### config.mk
export PLATFORM = sky130hd
export DESIGN_NAME = wheel_period_and_distance_flat
export DESIGN_NICKNAME = d
export VERILOG_FILES = /design/src/hdl/wpd_pkg.sv /design/src/hdl/wpd_in_if.sv /design/src/hdl/wpd_out_if.sv /design/src/hdl/wpd_core.sv /design/src/hdl/wheel_period_and_distance.sv /design/src/flat_wrapper.sv
export SDC_FILE = /design/constraint.sdc
export NUM_CORES = 1
export LEC_CHECK = 0
export BUFFER_PORTS_ARGS = -buffer_cell sky130_fd_sc_hd__buf_4
export CORE_UTILIZATION = 55
export CTS_CLUSTER_DIAMETER = 100
export DETAILED_ROUTE_END_ITERATION = 8
export GPL_TIMING_DRIVEN = 0
export MAX_ROUTING_LAYER = met4
export PLACE_DENSITY_LB_ADDON = 0.1
export SLEW_MARGIN = 20
export SYNTH_ARGS = -nofsm -noshare
export SYNTH_HDL_FRONTEND = slang
export SYNTH_SLANG_ARGS = --single-unit
### constraint.sdc
create_clock -name clk -period 5.6 [get_ports clk]
set_input_delay 0.28 -clock clk [delete_from_list [all_inputs] [get_ports clk]]
set_output_delay 0.28 -clock clk [all_outputs]
set_load 0.02 [all_outputs]
### src/hdl/wpd_pkg.sv
// Shared types and constants for the wheel period and distance block.
package wpd_pkg;

  localparam int unsigned COUNTER_WIDTH_DEF = 16;
  localparam int unsigned PERIOD_W          = 16;
  localparam int unsigned CFG_ADDR_W        = 4;
  localparam int unsigned CFG_DATA_W        = 32;

  localparam logic [PERIOD_W-1:0] PERIOD_MAX = 16'hFFFF;
  localparam logic [PERIOD_W-1:0] DIST_MAX   = 16'hFFFF;

  localparam logic [15:0] WHEEL_SIZE_RST = 16'd2000;
  localparam logic [15:0] DIST_STEP_RST  = 16'd10000;
  localparam logic [15:0] TIMEOUT_RST    = 16'd65535;

  localparam logic [1:0] REG_WHEEL_SIZE = 2'd0;
  localparam logic [1:0] REG_DIST_STEP  = 2'd1;
  localparam logic [1:0] REG_TIMEOUT    = 2'd2;

  typedef struct packed {
    logic [15:0] wheel_size_mm;
    logic [15:0] distance_step_mm;
    logic [15:0] timeout_ticks;
  } wpd_cfg_t;

  typedef struct packed {
    logic [PERIOD_W-1:0] period_reading;
    logic                distance_step;
    logic                timed_out;
  } wpd_res_t;

endpackage

### src/hdl/wpd_in_if.sv
// Input item channel: tick or pulse plus period select.
interface wpd_in_if;
  logic valid;
  logic ready;
  logic action;
  logic select_last;

  modport source (output valid, output action, output select_last, input ready);
  modport sink (input valid, input action, input select_last, output ready);
endinterface

### src/hdl/wpd_out_if.sv
// Result item channel: period reading and event flags.
interface wpd_out_if;
  logic        valid;
  logic        ready;
  logic [15:0] period_reading;
  logic        distance_step;
  logic        timed_out;

  modport source (output valid, output period_reading, output distance_step,
                  output timed_out, input ready);
  modport sink (input valid, input period_reading, input distance_step,
                input timed_out, output ready);
endinterface

### src/hdl/wpd_core.sv
// Period counter, filter and distance accumulator state with per-item update.
module wpd_core #(
  parameter int unsigned COUNTER_WIDTH = wpd_pkg::COUNTER_WIDTH_DEF
) (
  input  logic             clk,
  input  logic             rst_n,
  input  logic             accept,
  input  logic             action,
  input  logic             select_last,
  input  wpd_pkg::wpd_cfg_t cfg,
  output wpd_pkg::wpd_res_t res
);
  import wpd_pkg::*;

  localparam int unsigned EW = (COUNTER_WIDTH > PERIOD_W) ? COUNTER_WIDTH : PERIOD_W;

  logic [COUNTER_WIDTH-1:0] down_count_r, down_count_nxt;
  logic                     running_r, running_nxt;
  logic [PERIOD_W-1:0]      last_period_r, last_period_nxt;
  logic [PERIOD_W-1:0]      filtered_period_r, filtered_period_nxt;
  logic [PERIOD_W-1:0]      distance_mm_r, distance_mm_nxt;

  logic [COUNTER_WIDTH-1:0] reload;
  logic [EW-1:0]            diff;
  logic [PERIOD_W-1:0]      period;
  logic [PERIOD_W-1:0]      filt_new;
  logic [PERIOD_W:0]        dist_sum;
  logic [PERIOD_W:0]        dist_rem;
  logic                     step_hit;
  logic [PERIOD_W-1:0]      sel_period;

  always_comb begin
    reload   = COUNTER_WIDTH'(cfg.timeout_ticks);
    diff     = EW'(reload) - EW'(down_count_r);
    period   = diff[PERIOD_W-1:0];
    // 3/4 old + 1/4 new, each term pre-shifted
    filt_new = {1'b0, filtered_period_r[15:2], 1'b0} + 16'(filtered_period_r[15:2])
             + 16'(period[15:2]);

    dist_sum = 17'(distance_mm_r) + 17'(cfg.wheel_size_mm);
    step_hit = dist_sum > 17'(cfg.distance_step_mm);
    dist_rem = step_hit ? (dist_sum - 17'(cfg.distance_step_mm)) : dist_sum;

    down_count_nxt      = down_count_r;
    running_nxt         = running_r;
    last_period_nxt     = last_period_r;
    filtered_period_nxt = filtered_period_r;
    distance_mm_nxt     = distance_mm_r;
    res.distance_step   = 1'b0;
    res.timed_out       = 1'b0;

    if (action) begin
      down_count_nxt      = reload;
      running_nxt         = 1'b1;
      last_period_nxt     = period;
      filtered_period_nxt = filt_new;
      distance_mm_nxt     = dist_rem[PERIOD_W] ? DIST_MAX : dist_rem[PERIOD_W-1:0];
      res.distance_step   = step_hit;
    end else if (running_r) begin
      if (down_count_r == '0) begin
        running_nxt         = 1'b0;
        last_period_nxt     = PERIOD_MAX;
        filtered_period_nxt = PERIOD_MAX;
        res.timed_out       = 1'b1;
      end else begin
        down_count_nxt = down_count_r - 1'b1;
      end
    end

    sel_period         = select_last ? last_period_nxt : filtered_period_nxt;
    res.period_reading = (sel_period == '0) ? PERIOD_MAX : sel_period;
  end

  always_ff @(posedge clk) begin
    if (!rst_n) begin
      down_count_r      <= '0;
      running_r         <= 1'b0;
      last_period_r     <= PERIOD_MAX;
      filtered_period_r <= PERIOD_MAX;
      distance_mm_r     <= '0;
    end else if (accept) begin
      down_count_r      <= down_count_nxt;
      running_r         <= running_nxt;
      last_period_r     <= last_period_nxt;
      filtered_period_r <= filtered_period_nxt;
      distance_mm_r     <= distance_mm_nxt;
    end
  end

endmodule

### src/hdl/wheel_period_and_distance.sv
// Top level: wheel pulse period measurement with filtered period and distance steps.
//
// in_ch carries one item per tick (action 0) or wheel pulse (action 1), with
// select_last choosing the raw last period or the filtered period for readback.
// Every accepted item gives exactly one result item on out_ch: the period
// reading after the item's update, a distance step flag and a timeout flag.
// The result is in the output register at the edge after acceptance. Throughput
// is one item per cycle while out_ch does not stall; state update and result are
// one pass of logic between the accepting edge and the output register.
// When out_ch stalls, the full output register holds and in_ch.ready drops
// until the result is taken; an item is accepted in the same cycle the held
// result leaves.
// The APB port (psel..pready) writes wheel size, step size and timeout at
// byte addresses 0, 4 and 8; write only while no item is in flight.
// Synchronous reset clears the counter and distance, stops the counter, sets
// both periods to 65535 and loads the register defaults 2000, 10000, 65535.
module wheel_period_and_distance #(
  parameter int unsigned COUNTER_WIDTH = wpd_pkg::COUNTER_WIDTH_DEF
) (
  input  logic                            clk,
  input  logic                            rst_n,
  wpd_in_if.sink                          in_ch,
  wpd_out_if.source                       out_ch,
  input  logic                            psel,
  input  logic                            penable,
  input  logic                            pwrite,
  input  logic [wpd_pkg::CFG_ADDR_W-1:0]  paddr,
  input  logic [wpd_pkg::CFG_DATA_W-1:0]  pwdata,
  output logic [wpd_pkg::CFG_DATA_W-1:0]  prdata,
  output logic                            pready
);
  import wpd_pkg::*;

  wpd_cfg_t cfg_r;
  wpd_res_t res;
  wpd_res_t res_r;
  logic     out_valid_r;
  logic     accept;
  logic     cfg_wr;

  assign pready = 1'b1;
  assign cfg_wr = psel && penable && pwrite && pready;

  always_comb begin
    unique case (paddr[3:2])
      REG_WHEEL_SIZE: prdata = 32'(cfg_r.wheel_size_mm);
      REG_DIST_STEP:  prdata = 32'(cfg_r.distance_step_mm);
      REG_TIMEOUT:    prdata = 32'(cfg_r.timeout_ticks);
      default:        prdata = '0;
    endcase
  end

  always_ff @(posedge clk) begin
    if (!rst_n) begin
      cfg_r.wheel_size_mm    <= WHEEL_SIZE_RST;
      cfg_r.distance_step_mm <= DIST_STEP_RST;
      cfg_r.timeout_ticks    <= TIMEOUT_RST;
    end else if (cfg_wr) begin
      unique case (paddr[3:2])
        REG_WHEEL_SIZE: cfg_r.wheel_size_mm    <= pwdata[15:0];
        REG_DIST_STEP:  cfg_r.distance_step_mm <= pwdata[15:0];
        REG_TIMEOUT:    cfg_r.timeout_ticks    <= pwdata[15:0];
        default:        ;
      endcase
    end
  end

  assign in_ch.ready = !out_valid_r || out_ch.ready;
  assign accept      = in_ch.valid && in_ch.ready;

  wpd_core #(
    .COUNTER_WIDTH(COUNTER_WIDTH)
  ) u_core (
    .clk         (clk),
    .rst_n       (rst_n),
    .accept      (accept),
    .action      (in_ch.action),
    .select_last (in_ch.select_last),
    .cfg         (cfg_r),
    .res         (res)
  );

  always_ff @(posedge clk) begin
    if (!rst_n) begin
      out_valid_r <= 1'b0;
    end else if (accept) begin
      out_valid_r <= 1'b1;
    end else if (out_ch.ready) begin
      out_valid_r <= 1'b0;
    end
  end

  always_ff @(posedge clk) begin
    if (accept) begin
      res_r <= res;
    end
  end

  assign out_ch.valid          = out_valid_r;
  assign out_ch.period_reading = res_r.period_reading;
  assign out_ch.distance_step  = res_r.distance_step;
  assign out_ch.timed_out      = res_r.timed_out;

`ifndef SYNTHESIS
  a_pulse_no_timeout: assert property (@(posedge clk) disable iff (!rst_n)
    accept && in_ch.action |=> out_ch.valid && !out_ch.timed_out)
    else $error("pulse item reported a timeout");

  a_tick_no_step: assert property (@(posedge clk) disable iff (!rst_n)
    accept && !in_ch.action |=> out_ch.valid && !out_ch.distance_step)
    else $error("tick item reported a distance step");

  a_reading_nonzero: assert property (@(posedge clk) disable iff (!rst_n)
    out_ch.valid |-> out_ch.period_reading != '0)
    else $error("period reading of zero");

  a_timeout_max: assert property (@(posedge clk) disable iff (!rst_n)
    out_ch.valid && out_ch.timed_out |-> out_ch.period_reading == PERIOD_MAX)
    else $error("timeout item without cleared period");
`endif

endmodule
### src/flat_wrapper.sv
// flat-port wrapper written by rule: the top's interface ports become plain ports
module wheel_period_and_distance_flat import wpd_pkg::*;
#(
  parameter int unsigned COUNTER_WIDTH = wpd_pkg::COUNTER_WIDTH_DEF
)
  (clk, rst_n, psel, penable, pwrite, paddr, pwdata, prdata, pready, in_ch_valid, in_ch_action, in_ch_select_last, in_ch_ready, out_ch_valid, out_ch_period_reading, out_ch_distance_step, out_ch_timed_out, out_ch_ready);
  wpd_in_if in_ch_i ();
  wpd_out_if out_ch_i ();
  input  logic clk;
  input  logic rst_n;
  input  logic psel;
  input  logic penable;
  input  logic pwrite;
  input  logic [wpd_pkg::CFG_ADDR_W-1:0] paddr;
  input  logic [wpd_pkg::CFG_DATA_W-1:0] pwdata;
  output logic [wpd_pkg::CFG_DATA_W-1:0] prdata;
  output logic pready;
  input wire logic [$bits(in_ch_i.valid)-1:0] in_ch_valid;
  input wire logic [$bits(in_ch_i.action)-1:0] in_ch_action;
  input wire logic [$bits(in_ch_i.select_last)-1:0] in_ch_select_last;
  output wire logic [$bits(in_ch_i.ready)-1:0] in_ch_ready;
  output wire logic [$bits(out_ch_i.valid)-1:0] out_ch_valid;
  output wire logic [$bits(out_ch_i.period_reading)-1:0] out_ch_period_reading;
  output wire logic [$bits(out_ch_i.distance_step)-1:0] out_ch_distance_step;
  output wire logic [$bits(out_ch_i.timed_out)-1:0] out_ch_timed_out;
  input wire logic [$bits(out_ch_i.ready)-1:0] out_ch_ready;
  assign in_ch_i.valid = in_ch_valid;
  assign in_ch_i.action = in_ch_action;
  assign in_ch_i.select_last = in_ch_select_last;
  assign in_ch_ready = in_ch_i.ready;
  assign out_ch_valid = out_ch_i.valid;
  assign out_ch_period_reading = out_ch_i.period_reading;
  assign out_ch_distance_step = out_ch_i.distance_step;
  assign out_ch_timed_out = out_ch_i.timed_out;
  assign out_ch_i.ready = out_ch_ready;
  wheel_period_and_distance #(.COUNTER_WIDTH(COUNTER_WIDTH)) u_core (.clk(clk), .rst_n(rst_n), .in_ch(in_ch_i), .out_ch(out_ch_i), .psel(psel), .penable(penable), .pwrite(pwrite), .paddr(paddr), .pwdata(pwdata), .prdata(prdata), .pready(pready));
endmodule
* After elaboration in Yosys (flattened, before gate mapping) *
Cells that the tools add are included.

word-level totals
  flip-flop bits (word level) = 132
  input bits = 45
  output and inout bits = 53
  word-level logic and storage cells = 58

operators by class
  add/subtract/negate cells = 6
  $lt $le $gt $ge = 1
  equal/unequal tests = 3
  multiplexer cells = 19
  bitwise gates (word level) = 1
  reductions and logical operators = 16

operators with widths
  kind                                                                   count
  16-bit 2-to-1 mux                                                      11
  16-bit case mux with 3 select lines                                    1
  16-bit zero test                                                       2
  16-bit by 16-bit adder with 17-bit output                              1
  17-bit by 16-bit > comparator with 1-bit output                        1
  17-bit 2-to-1 mux                                                      1
  17-bit by 16-bit subtractor with 17-bit output                         1
  15-bit by 14-bit adder with 16-bit output                              1
  16-bit by 14-bit adder with 16-bit output                              1
  16-bit by 1-bit subtractor with 16-bit output (second input constant)  1
  16-bit subtractor                                                      1
  2-bit AND reduction                                                    4
  1-bit 2-to-1 mux                                                       6
  2-bit nonzero test                                                     2
  1-bit logical AND                                                      3
  3-bit AND reduction                                                    1
  2-bit by 1-bit == test with 1-bit output (second input constant)       1
  2-bit == test (second input constant)                                  1
  2-bit zero test                                                        1
  2-bit inequality test (second input constant)                          1
  2-bit OR reduction                                                     1
  1-bit zero test                                                        1
  1-bit logical OR                                                       1
  1-bit NOT                                                              1

* Longest topological paths before layout *
Gate-level depths: netlist of the first run.

  word-level depth = 6
  depth in mapped cells = 22
  mapped depth without buffers = 21

* Hierarchy *
A second synthesis of the first run with hierarchy kept.

unflattened totals
  cell total of the unflattened synthesis = 1159
  area total of the unflattened synthesis = 9754.4 sq um

modules (own cells, without submodules)
  module                     times used  cells an instance  area each (sq um)  seq. area each (sq um)
  wpd_core                   1           863                6764.0             1301.2
  wheel_period_and_distance  1           296                2990.4             1521.5

* Worst setup path before layout of the first run *
No wires, ideal clock.

  kind = flip-flop to flip-flop
  start point = register u_core.u_core.down_count_r[0]
  end point = register u_core.res_r (netlist bit u_core.out_ch.period_reading[15]), data pin
  arrival time = 4.813 ns
  required time = 5.464 ns
  slack = 0.651 ns
  stages on the path, launching flop included = 22
  path buffers = 1
  clock period less this slack = 4.949 ns
  cells stage by stage = dfxtp_1 > ha_1 > inv_1 > fa_1 > a21o_1 > a221o_2 > o21ai_2 > and2b_1 > xor2_1 > inv_1 > fa_1 > ha_1 > a211oi_1 > a21oi_1 > a21oi_1 > nand3_1 > xor2_1 > a221o_1 > a2111oi_4 > nand4_4 > buf_6 > nand2_1

on the way
  longest elaborated chain between the ends = 6
  elaborated cells on any way between the ends = 11
  those cells by class = add/sub (2); mux (7); reduce/logical (2)

ends and longest elaborated chain
  item                                                       RTL line                         text
  start: declaration                                         wpd_core.sv:17                   logic [COUNTER_WIDTH-1:0] down_count_r, down_count_nxt;
  start signal: assignment                                   wpd_core.sv:82                   down_count_r <= down_count_nxt;
  branches (longest 4 deep; another with 16-bit subtractor)  -
  16-bit 2-to-1 mux *                                        wpd_core.sv:70                   sel_period = select_last ? last_period_nxt : filtered_period_nxt;
  16-bit zero test                                           wpd_core.sv:71                   res.period_reading = (sel_period == '0) ? PERIOD_MAX : sel_period;
  end signal: assignment                                     wheel_period_and_distance.sv:95  res_r <= res;
  end: declaration                                           wheel_period_and_distance.sv:36  wpd_res_t res_r;

Mark *: on every way between the ends.
A chain may end at the register's enable or synchronous reset.

* Worst setup path in the final report of the first run *
  start point = register u_core.cfg_r[0] (netlist name)
  end point = register u_core.res_r (netlist bit u_core.out_ch.period_reading[13]), data pin

on the way
  longest elaborated chain between the ends = 5
  elaborated cells on any way between the ends = 6
  those cells by class = add/sub (2); mux (3); reduce/logical (1)

ends and longest elaborated chain
  item                                       RTL line                         text
  start: declaration                         wheel_period_and_distance.sv:34  wpd_cfg_t cfg_r;
  16-bit subtractor *                        wpd_core.sv:34                   diff = EW'(reload) - EW'(down_count_r);
  16-bit by 14-bit adder with 16-bit output  wpd_core.sv:38                   + 16'(period[15:2]);
  16-bit 2-to-1 mux                          wpd_core.sv:52                   if (action) begin
  16-bit 2-to-1 mux *                        wpd_core.sv:70
  16-bit zero test                           wpd_core.sv:71

Every way passes the cells marked *; elsewhere a longest branch is shown, timed or not.

==> metrics.log, run 1 <==
INFO  metric drt-total-wl = roughly 28000 µm
INFO  metric slew_headroom = 43.86%
INFO  metric fp.dieH = approximately 130 µm
INFO  metric layout_stage_area_growth_over_the_synthesis_result = 15.40%
INFO  metric fmax = about 0.19 GHz
INFO  metric hpwlAfterDp = 20940 µm
INFO  metric number_of_global_route_vias_before_repair = between 8000 and 9000
INFO  metric finClkSkew = around 8 ps
INFO  metric pre_cts_slack = -10.13 ps
INFO  metric total_die_area = between 15000 and 20000 µm²
INFO  metric cp.arrival = 5670 ps
INFO  metric drt_first_pass_iters = 5
INFO  metric antenna-diode-count = 0
INFO  metric ys_top_cells_by_count = 201 x nand2_1, 114 x dfxtp_1, 79 x a21oi_1
INFO  metric cts.htree.levels = 4
INFO  metric max-clock-path-buffers = 2
INFO  metric final-hold-violation-count = 0
INFO  metric hold_buffers = 0
INFO  metric worst_skew_pair_latency = about 430 ps
INFO  metric count_of_flip_flops_with_a_built_in_enable_after_synthesis = 18
INFO  metric leakagePower = around 4.5 nW
INFO  metric ant_nets = 0
INFO  metric portBuffers = 61
INFO  metric synth_area_leaders = dfxtp_1 24%, ha_1 8.4%, nand2_1 8.0%
INFO  metric timing.setup.tns = 0 ps
INFO  metric most_common_cell_in_the_netlist = nand2_1
INFO  metric synthesis.area_per_instance = between 8 and 9 µm²
INFO  metric ir_worst_vdd = 285.3 µV
INFO  metric async_reset_ff_share = 0%
INFO  metric critPathLaunchType = register
INFO  metric timing.hold.worst.class = primary input to register
INFO  metric final.period_utilization = 95.88%
INFO  metric via_count = 8807
INFO  metric synth-seq-cells = approximately 130
INFO  metric drive_gt1_share = between 10% and 20%
INFO  metric max_stage_delay = between 500 and 600 ps
INFO  metric floorplan.core_area = 16640 µm²
INFO  metric synth_ff_type = dfxtp_1
INFO  metric ys_seq_area_share = 30.08%
INFO  metric layout_setup_ws = about 230 ps
INFO  metric track_usage = roughly 33%
INFO  metric maxCapViolCount = 0
INFO  metric status = completed
INFO  metric max_slew.worst_pin.slew = approximately 840 ps
INFO  metric cellPowerDensity = 384.2 nW/µm²
INFO  metric slew_viol_final = 0
INFO  metric dieWidth = about 130 µm
INFO  metric timing.critical_path.required = between 5000 and 6000 ps
INFO  metric worst_path_cell_with_the_longest_stage_delay = fa_1
INFO  metric grt_overflow_total = 0
INFO  metric ys_types = 83
INFO  metric cts_tree = yes
INFO  metric yosys.area.top_type_share = between 20% and 30%
INFO  metric timing.final.crit_period = roughly 5400 ps
INFO  metric largest_net_degree_at_the_start_of_global_routing = 26
INFO  metric number_of_antenna_violations_at_the_first_check_in_global_routing = 0
INFO  metric setup_viol = 0
INFO  metric synthCells = approximately 1100
INFO  metric cell_at_the_root_of_the_clock_tree = clkbuf_16
INFO  metric criticalPathCategory = register to register
INFO  metric nets = roughly 1400
INFO  metric timing.critical_path.cells = inv_1, ha_1, inv_1, fa_1, a21o_1, a221o_2, o21ai_4, and2b_2, xor2_2, inv_2, fa_1, ha_2, a211oi_2, a21oi_1, a21oi_2, nand3_2, xor2_1, a221o_1, a2111oi_4, nand4_4, buf_6, nand2_1
INFO  metric mappedNetlistArea = 9383 µm²
INFO  metric avgRoutedWirePerCell = approximately 19 µm
INFO  metric clkTransAtPathRegs = about 60 ps
INFO  metric post-route-drc-count = 0
INFO  metric clock-sinks = ~130
INFO  metric count_of_warnings_emitted_by_yosys = 0
INFO  metric cp_max_fo = 7
INFO  metric drt_iter0_markers = between 600 and 700
INFO  metric critical_path.endpoint_type = register
INFO  metric yosys.area.top_type = dfxtp_1
INFO  metric viasPerCell = just under 6
INFO  metric cts_inserted_buffers = 17
INFO  metric placementRows = 47
INFO  metric initial_core_util = between 50% and 60%
INFO  metric boundaryPins = between 90 and 100
INFO  metric grt_first_pass_wirelength = ~44000 µm
INFO  metric finalWeightedCongestion = 0.9023
cell type report:
type	count	area, µm²
multi-input cells	899	6085
fillers	1471	5814
flip-flops and latches	132	2824
repair buffers	65	495.5
clock buffers	17	425.4
plain buffers	71	376.6
well taps	220	275.3
inverters	60	225.2
clock inverters	15	121.4
final timing paths:
check,from,to,slack (ps),depth (start not counted)
setup / recovery,u_core.cfg_r[0],u_core.out_ch.period_reading[13],230,22
hold reg to reg,u_core.u_core.filtered_period_r[0],u_core.u_core.filtered_period_r[0],470,2
setup reg to reg,u_core.cfg_r[0],u_core.out_ch.period_reading[13],230,22
hold / removal,pwdata[15],u_core.cfg_r[15],90,3
timing repair:
item                       in CTS  in global routing
pin swaps                       0                  8
setup endpoints to repair      10                 16
gates resized for setup         3                 14
cloned                          0                  1
buffers inserted                0                  3
cells by family (layout without fill, tap and decap cells):
logic type      count (synthesis)  in the layout  share of synthesized area, %
mux                            48             48                         5.414
buf+inv                       131            228                         6.414
simple gates                  379            379                         18.19
xor+xnor                       48             48                         4.481
other cells                     2             17                       0.08004
fa+ha+maj                      80             80                         12.03
compound gates                327            327                         23.31
flops                         132            132                         30.08
power breakdown:
| group | internal (mW) | switching, mW | leakage [nW] |
|---|---|---|---|
| sequential | 1.07 | 0.0815 | 1.09 |
| combinational | 0.823 | 1.13 | 3.14 |
| clock | 0.577 | 0.482 | 0.271 |
worst max-delay path: cells and delay by family, from the launching register on:
kind | cells | cell delay, ps
compound gates | 8 | 2010
xor+xnor | 2 | 400
fa+ha+maj | 4 | 1440
buf+inv | 4 | 410
flops | 1 | 340
simple gates | 4 | 630
state kept, by name, indices dropped and copies added, names as in the netlist:
register	cells
u_core.u_core.last_period_r	16
u_core.u_core.distance_mm_r	16
u_core.out_ch.period_reading	16
u_core.out_ch.timed_out	1
u_core.cfg_r	48
u_core.u_core.filtered_period_r	16
u_core.out_ch.valid	1
u_core.u_core.running_r	1
u_core.u_core.down_count_r	16
u_core.out_ch.distance_step	1
per-stage QoR:
step | instance area (µm²) | total power [mW] | instances | hold WS (ps) | util (%)
3_3_place_gp | 10170 | 2.972 | 1443 | 446.9 | 61.12
2_1_floorplan | 9439 | 2.547 | 1162 | 404.0 | -
3_5_place_dp | 10170 | 2.978 | 1443 | 453.0 | 61.12
4_1_cts | 10730 | 4.061 | 1475 | 81.65 | 64.49
6_report | 10830 | 4.160 | 1479 | 89.37 | 65.06
5_1_grt | 10830 | 4.398 | 1479 | 91.94 | 65.06
cells in the final DEF (no fill, tap or decap), types with 20 or more instances in the layout:
cell type | netlist | routed
nor2_1 | 50 | 50
mux2i_1 | 44 | 43
buf_4 | 19 | 82
clkbuf_1 | 40 | 40
inv_1 | 57 | 56
ha_1 | 63 | 61
dfxtp_1 | 114 | 113
xnor2_1 | 33 | 33
a21oi_1 | 79 | 78
nor2b_1 | 20 | 20
o22ai_1 | 28 | 28
nand3_1 | 45 | 44
nand2_1 | 201 | 201
o21ai_0 | 70 | 70
per-layer routing:
layer | GRT usage (%) | wire, µm
met1 | 39.17 | 11450
met2 | 55.41 | 13660
met3 | 5.709 | 1556
met4 | 12.20 | 861
met5 | - | 0
Power figures use the tool's default switching activity.
==> run 2, diff against run 1 <==
--- a/config.mk
+++ b/config.mk
@@ -12,6 +12,7 @@
 export GPL_TIMING_DRIVEN = 0
 export MAX_ROUTING_LAYER = met4
 export PLACE_DENSITY_LB_ADDON = 0.1
+export RECOVER_POWER = 25
 export SLEW_MARGIN = 20
 export SYNTH_ARGS = -nofsm -noshare
 export SYNTH_HDL_FRONTEND = slang
==> constraint.sdc (replaced) <==
create_clock -name clk -period 5.65 [get_ports clk]
set_input_delay 0.2825 -clock clk [delete_from_list [all_inputs] [get_ports clk]]
set_output_delay 0.2825 -clock clk [all_outputs]
set_load 0.02 [all_outputs]
==> run 2 against run 1 <==
Net effect: worst hold slack better by 1.1 ps; cell count decreased by 0.27%; wire length about the same; sequential power hardly changed; clock-buffer cell count unchanged; sequential share of layout area up 0.34 points; critical endpoint unchanged; largest cell class unchanged; largest power group unchanged.
==> metrics.log, run 2 (synthesis results as in run 1) <==
INFO  metric boundaryPins = 98 (unchanged)
INFO  metric timing.final.crit_period = 5401 ps (+31.90 ps)
INFO  metric timing.critical_path.required = 5950 ps (+50 ps)
INFO  metric via_count = 8762 (-0.51%)
INFO  metric ir_worst_vdd = 323.5 µV (+13%)
INFO  metric total_die_area = 17590 µm² (unchanged)
INFO  metric drt-met1-wl = 11500 µm (+0.47%)
INFO  metric power_switching_share = 41.06% (+0.33 points)
INFO  metric status = completed
INFO  metric grt_overflow_total = 0 (unchanged)
INFO  metric power.sequential.fraction = 27.9% (+0.3 points)
INFO  metric finalWeightedCongestion = 0.9023 (unchanged)
INFO  metric layout_stage_area_growth_over_the_synthesis_result = 13.94%
INFO  metric drt_iter0_markers = 645 (-5.1%)
INFO  metric cp_max_fo = 10 (+3)
INFO  metric routed_met2_length = 13640 µm (-0.14%)
INFO  metric cell_at_the_root_of_the_clock_tree = clkbuf_16
INFO  metric wl_met3 = 1560 µm (+0.26%)
INFO  metric placementRows = 47 (unchanged)
INFO  metric cts.htree.levels = 4 (unchanged)
INFO  metric antenna-diode-count = 0 (unchanged)
INFO  metric drive_gt1_share = 10.52% (-2.3 points)
INFO  metric layout_commonest_cell = nand2_1
INFO  metric ant_nets = 0 (unchanged)
INFO  metric final.period_utilization = 95.60% (-0.28 points)
INFO  metric initial_core_util = 56.38% (unchanged)
INFO  metric largest_net_degree_at_the_start_of_global_routing = 26 (unchanged)
INFO  metric max_slew.worst_pin.slew = 838.4 ps (-0.6055 ps)
INFO  metric commonest_cells_after_routing_fill_and_taps_aside = 201 x nand2_1, 113 x dfxtp_1, 78 x a21oi_1, 70 x o21ai_0, 64 x clkbuf_1
INFO  metric regMostFlops = u_core.cfg_r
INFO  metric viasPerCell = 5.940 (-0.24%)
INFO  metric startpoint = u_core.cfg_r[0]
INFO  metric track_usage = 32.81% (-0.060 points)
INFO  metric r2r-start = u_core.cfg_r[0]
INFO  metric clkTransAtPathRegs = 60 ps (about the same)
INFO  metric combPwrFrac = 46.2% (-0.8 points)
INFO  metric postCtsSetupBuffers = 0 (unchanged)
INFO  metric critical_path.endpoint_type = register
INFO  metric fmax = 0.1851 GHz (-0.59%)
INFO  metric post-route-drc-count = 0 (unchanged)
INFO  metric grt_first_pass_wirelength = 43530 µm (-0.19%)
INFO  metric number_of_global_route_vias_before_repair = 8376 (-0.17%)
INFO  metric timing.hold.worst.start = pwdata[15]
INFO  metric max-clock-path-buffers = 2 (unchanged)
INFO  metric drt_first_pass_iters = 7 (+2)
INFO  metric power.clock.fraction = 25.9% (+0.4 points)
INFO  metric cellPowerDensity = 380.1 nW/µm² (-1.1%)
INFO  metric criticalPathCategory = register to register
INFO  metric floorplan.core_area = 16640 µm² (unchanged)
INFO  metric cp.arrival = 5700 ps (+30 ps)
INFO  metric timing.hold.worst.class = primary input to register
INFO  metric leakagePower = 4.400 nW (-2.3%)
INFO  metric fp.dieH = 132.6 µm (unchanged)
INFO  metric cts_inserted_buffers = 17 (unchanged)
INFO  metric portBuffers = 61 (unchanged)
INFO  metric drt-total-wl = 27510 µm (about the same)
INFO  metric slew_viol_final = 0 (unchanged)
INFO  metric cts_tree = yes
INFO  metric finalCoreUtilization = 64.24% (-0.83 points)
INFO  metric dieWidth = 132.6 µm (unchanged)
INFO  metric avgRoutedWirePerCell = 18.65 µm (+0.21%)
INFO  metric final-hold-violation-count = 0 (unchanged)
INFO  metric setup_viol = 0 (unchanged)
INFO  metric slew_headroom = 43.90% (about the same)
INFO  metric worst_skew_pair_latency = 430 ps (about the same)
INFO  metric maxCapViolCount = 0 (unchanged)
INFO  metric design_power_total = 4.064 mW (-2.3%)
INFO  metric top_layer_used = met4
INFO  metric hpwlAfterDp = 20940 µm (unchanged)
INFO  metric finClkSkew = 8.414 ps (+0.2254 ps)
INFO  metric internal_power = 2.395 mW (-2.9%)
INFO  metric switchingPower = 1.668 mW (-1.5%)
INFO  metric number_of_antenna_violations_at_the_first_check_in_global_routing = 0 (unchanged)
INFO  metric clock-sinks = 132 (unchanged)
INFO  metric nets = 1367 (-0.29%)
INFO  metric critPathLaunchType = register
INFO  metric largest_reg_flops = 48 (unchanged)
[run 2: final timing paths]
check                                             to  slack [ps]  cells past startpoint
hold / removal                      u_core.cfg_r[15]          90                      3
hold reg to reg   u_core.u_core.filtered_period_r[0]         470                      2
setup reg to reg    u_core.out_ch.period_reading[13]         250                     22
setup / recovery    u_core.out_ch.period_reading[13]         250                     22
[run 2: metal layers]
layer,vias to the layer above,global-route usage [%]
met4,0,12.20
met5,-,-
met1,4163,39.10
li1,4245,-
met2,294,55.29
met3,60,5.709
[run 2: final cells by class]
| cell class | count | area (µm²) |
|---|---|---|
| multi-input combinational | 899 | 6071 |
| fill | 1506 | 5952 |
| sequential | 132 | 2824 |
| clock buffer | 17 | 425.4 |
| buffer | 71 | 376.6 |
| timing repair buffer | 61 | 371.6 |
| tap | 220 | 275.3 |
| inverter | 60 | 225.2 |
| clock inverter | 15 | 121.4 |
[run 2: power groups by stage]
stage	clock network, mW	logic, mW	registers [mW]
6_report	1.05	1.88	1.14
5_1_grt	1.10	2.05	1.15
3_3_place_gp	0	1.79	1.15
3_5_place_dp	0	1.80	1.16
4_1_cts	1.05	1.82	1.14
2_1_floorplan	0	1.36	1.17
[run 2: critical path: stages (launching register included)]
cell and delay [ps]:
dfxtp_1 340, inv_1 80, ha_1 160, inv_1 50
fa_1 410, a21o_1 220, a221o_2 430, o21ai_4 200
and2b_1 210, xor2_2 190, inv_1 110, fa_1 440
ha_1 360, o211ai_1 270, nor2_1 120, o211ai_1 180
nand3_2 180, xor2_1 200, a221o_1 390, a2111oi_4 260
nand4_4 210, buf_6 200, nand2_1 70
[run 2: per-stage QoR]
step                cell area, µm²  hold WS, ps  instances  TNS, ps  setup WS, ps
finish                       10690        90.48       1475        0         248.7
floorplan                     9439        406.5       1162        0         700.8
global route                 10690        94.44       1475   -27.79        -13.05
detailed placement           10170        453.0       1443        0         39.87
CTS                          10720        84.15       1475        0         10.40
global placement             10170        446.9       1443   -151.2        -31.56
[run 2: repair_timing]
action / 4_1_cts / 5_1_grt
hold buffers: 0 / 0
endpoints found under the setup margin: 1 / 16
pin swaps: 0 / 4
gates resized for setup: 1 / 10
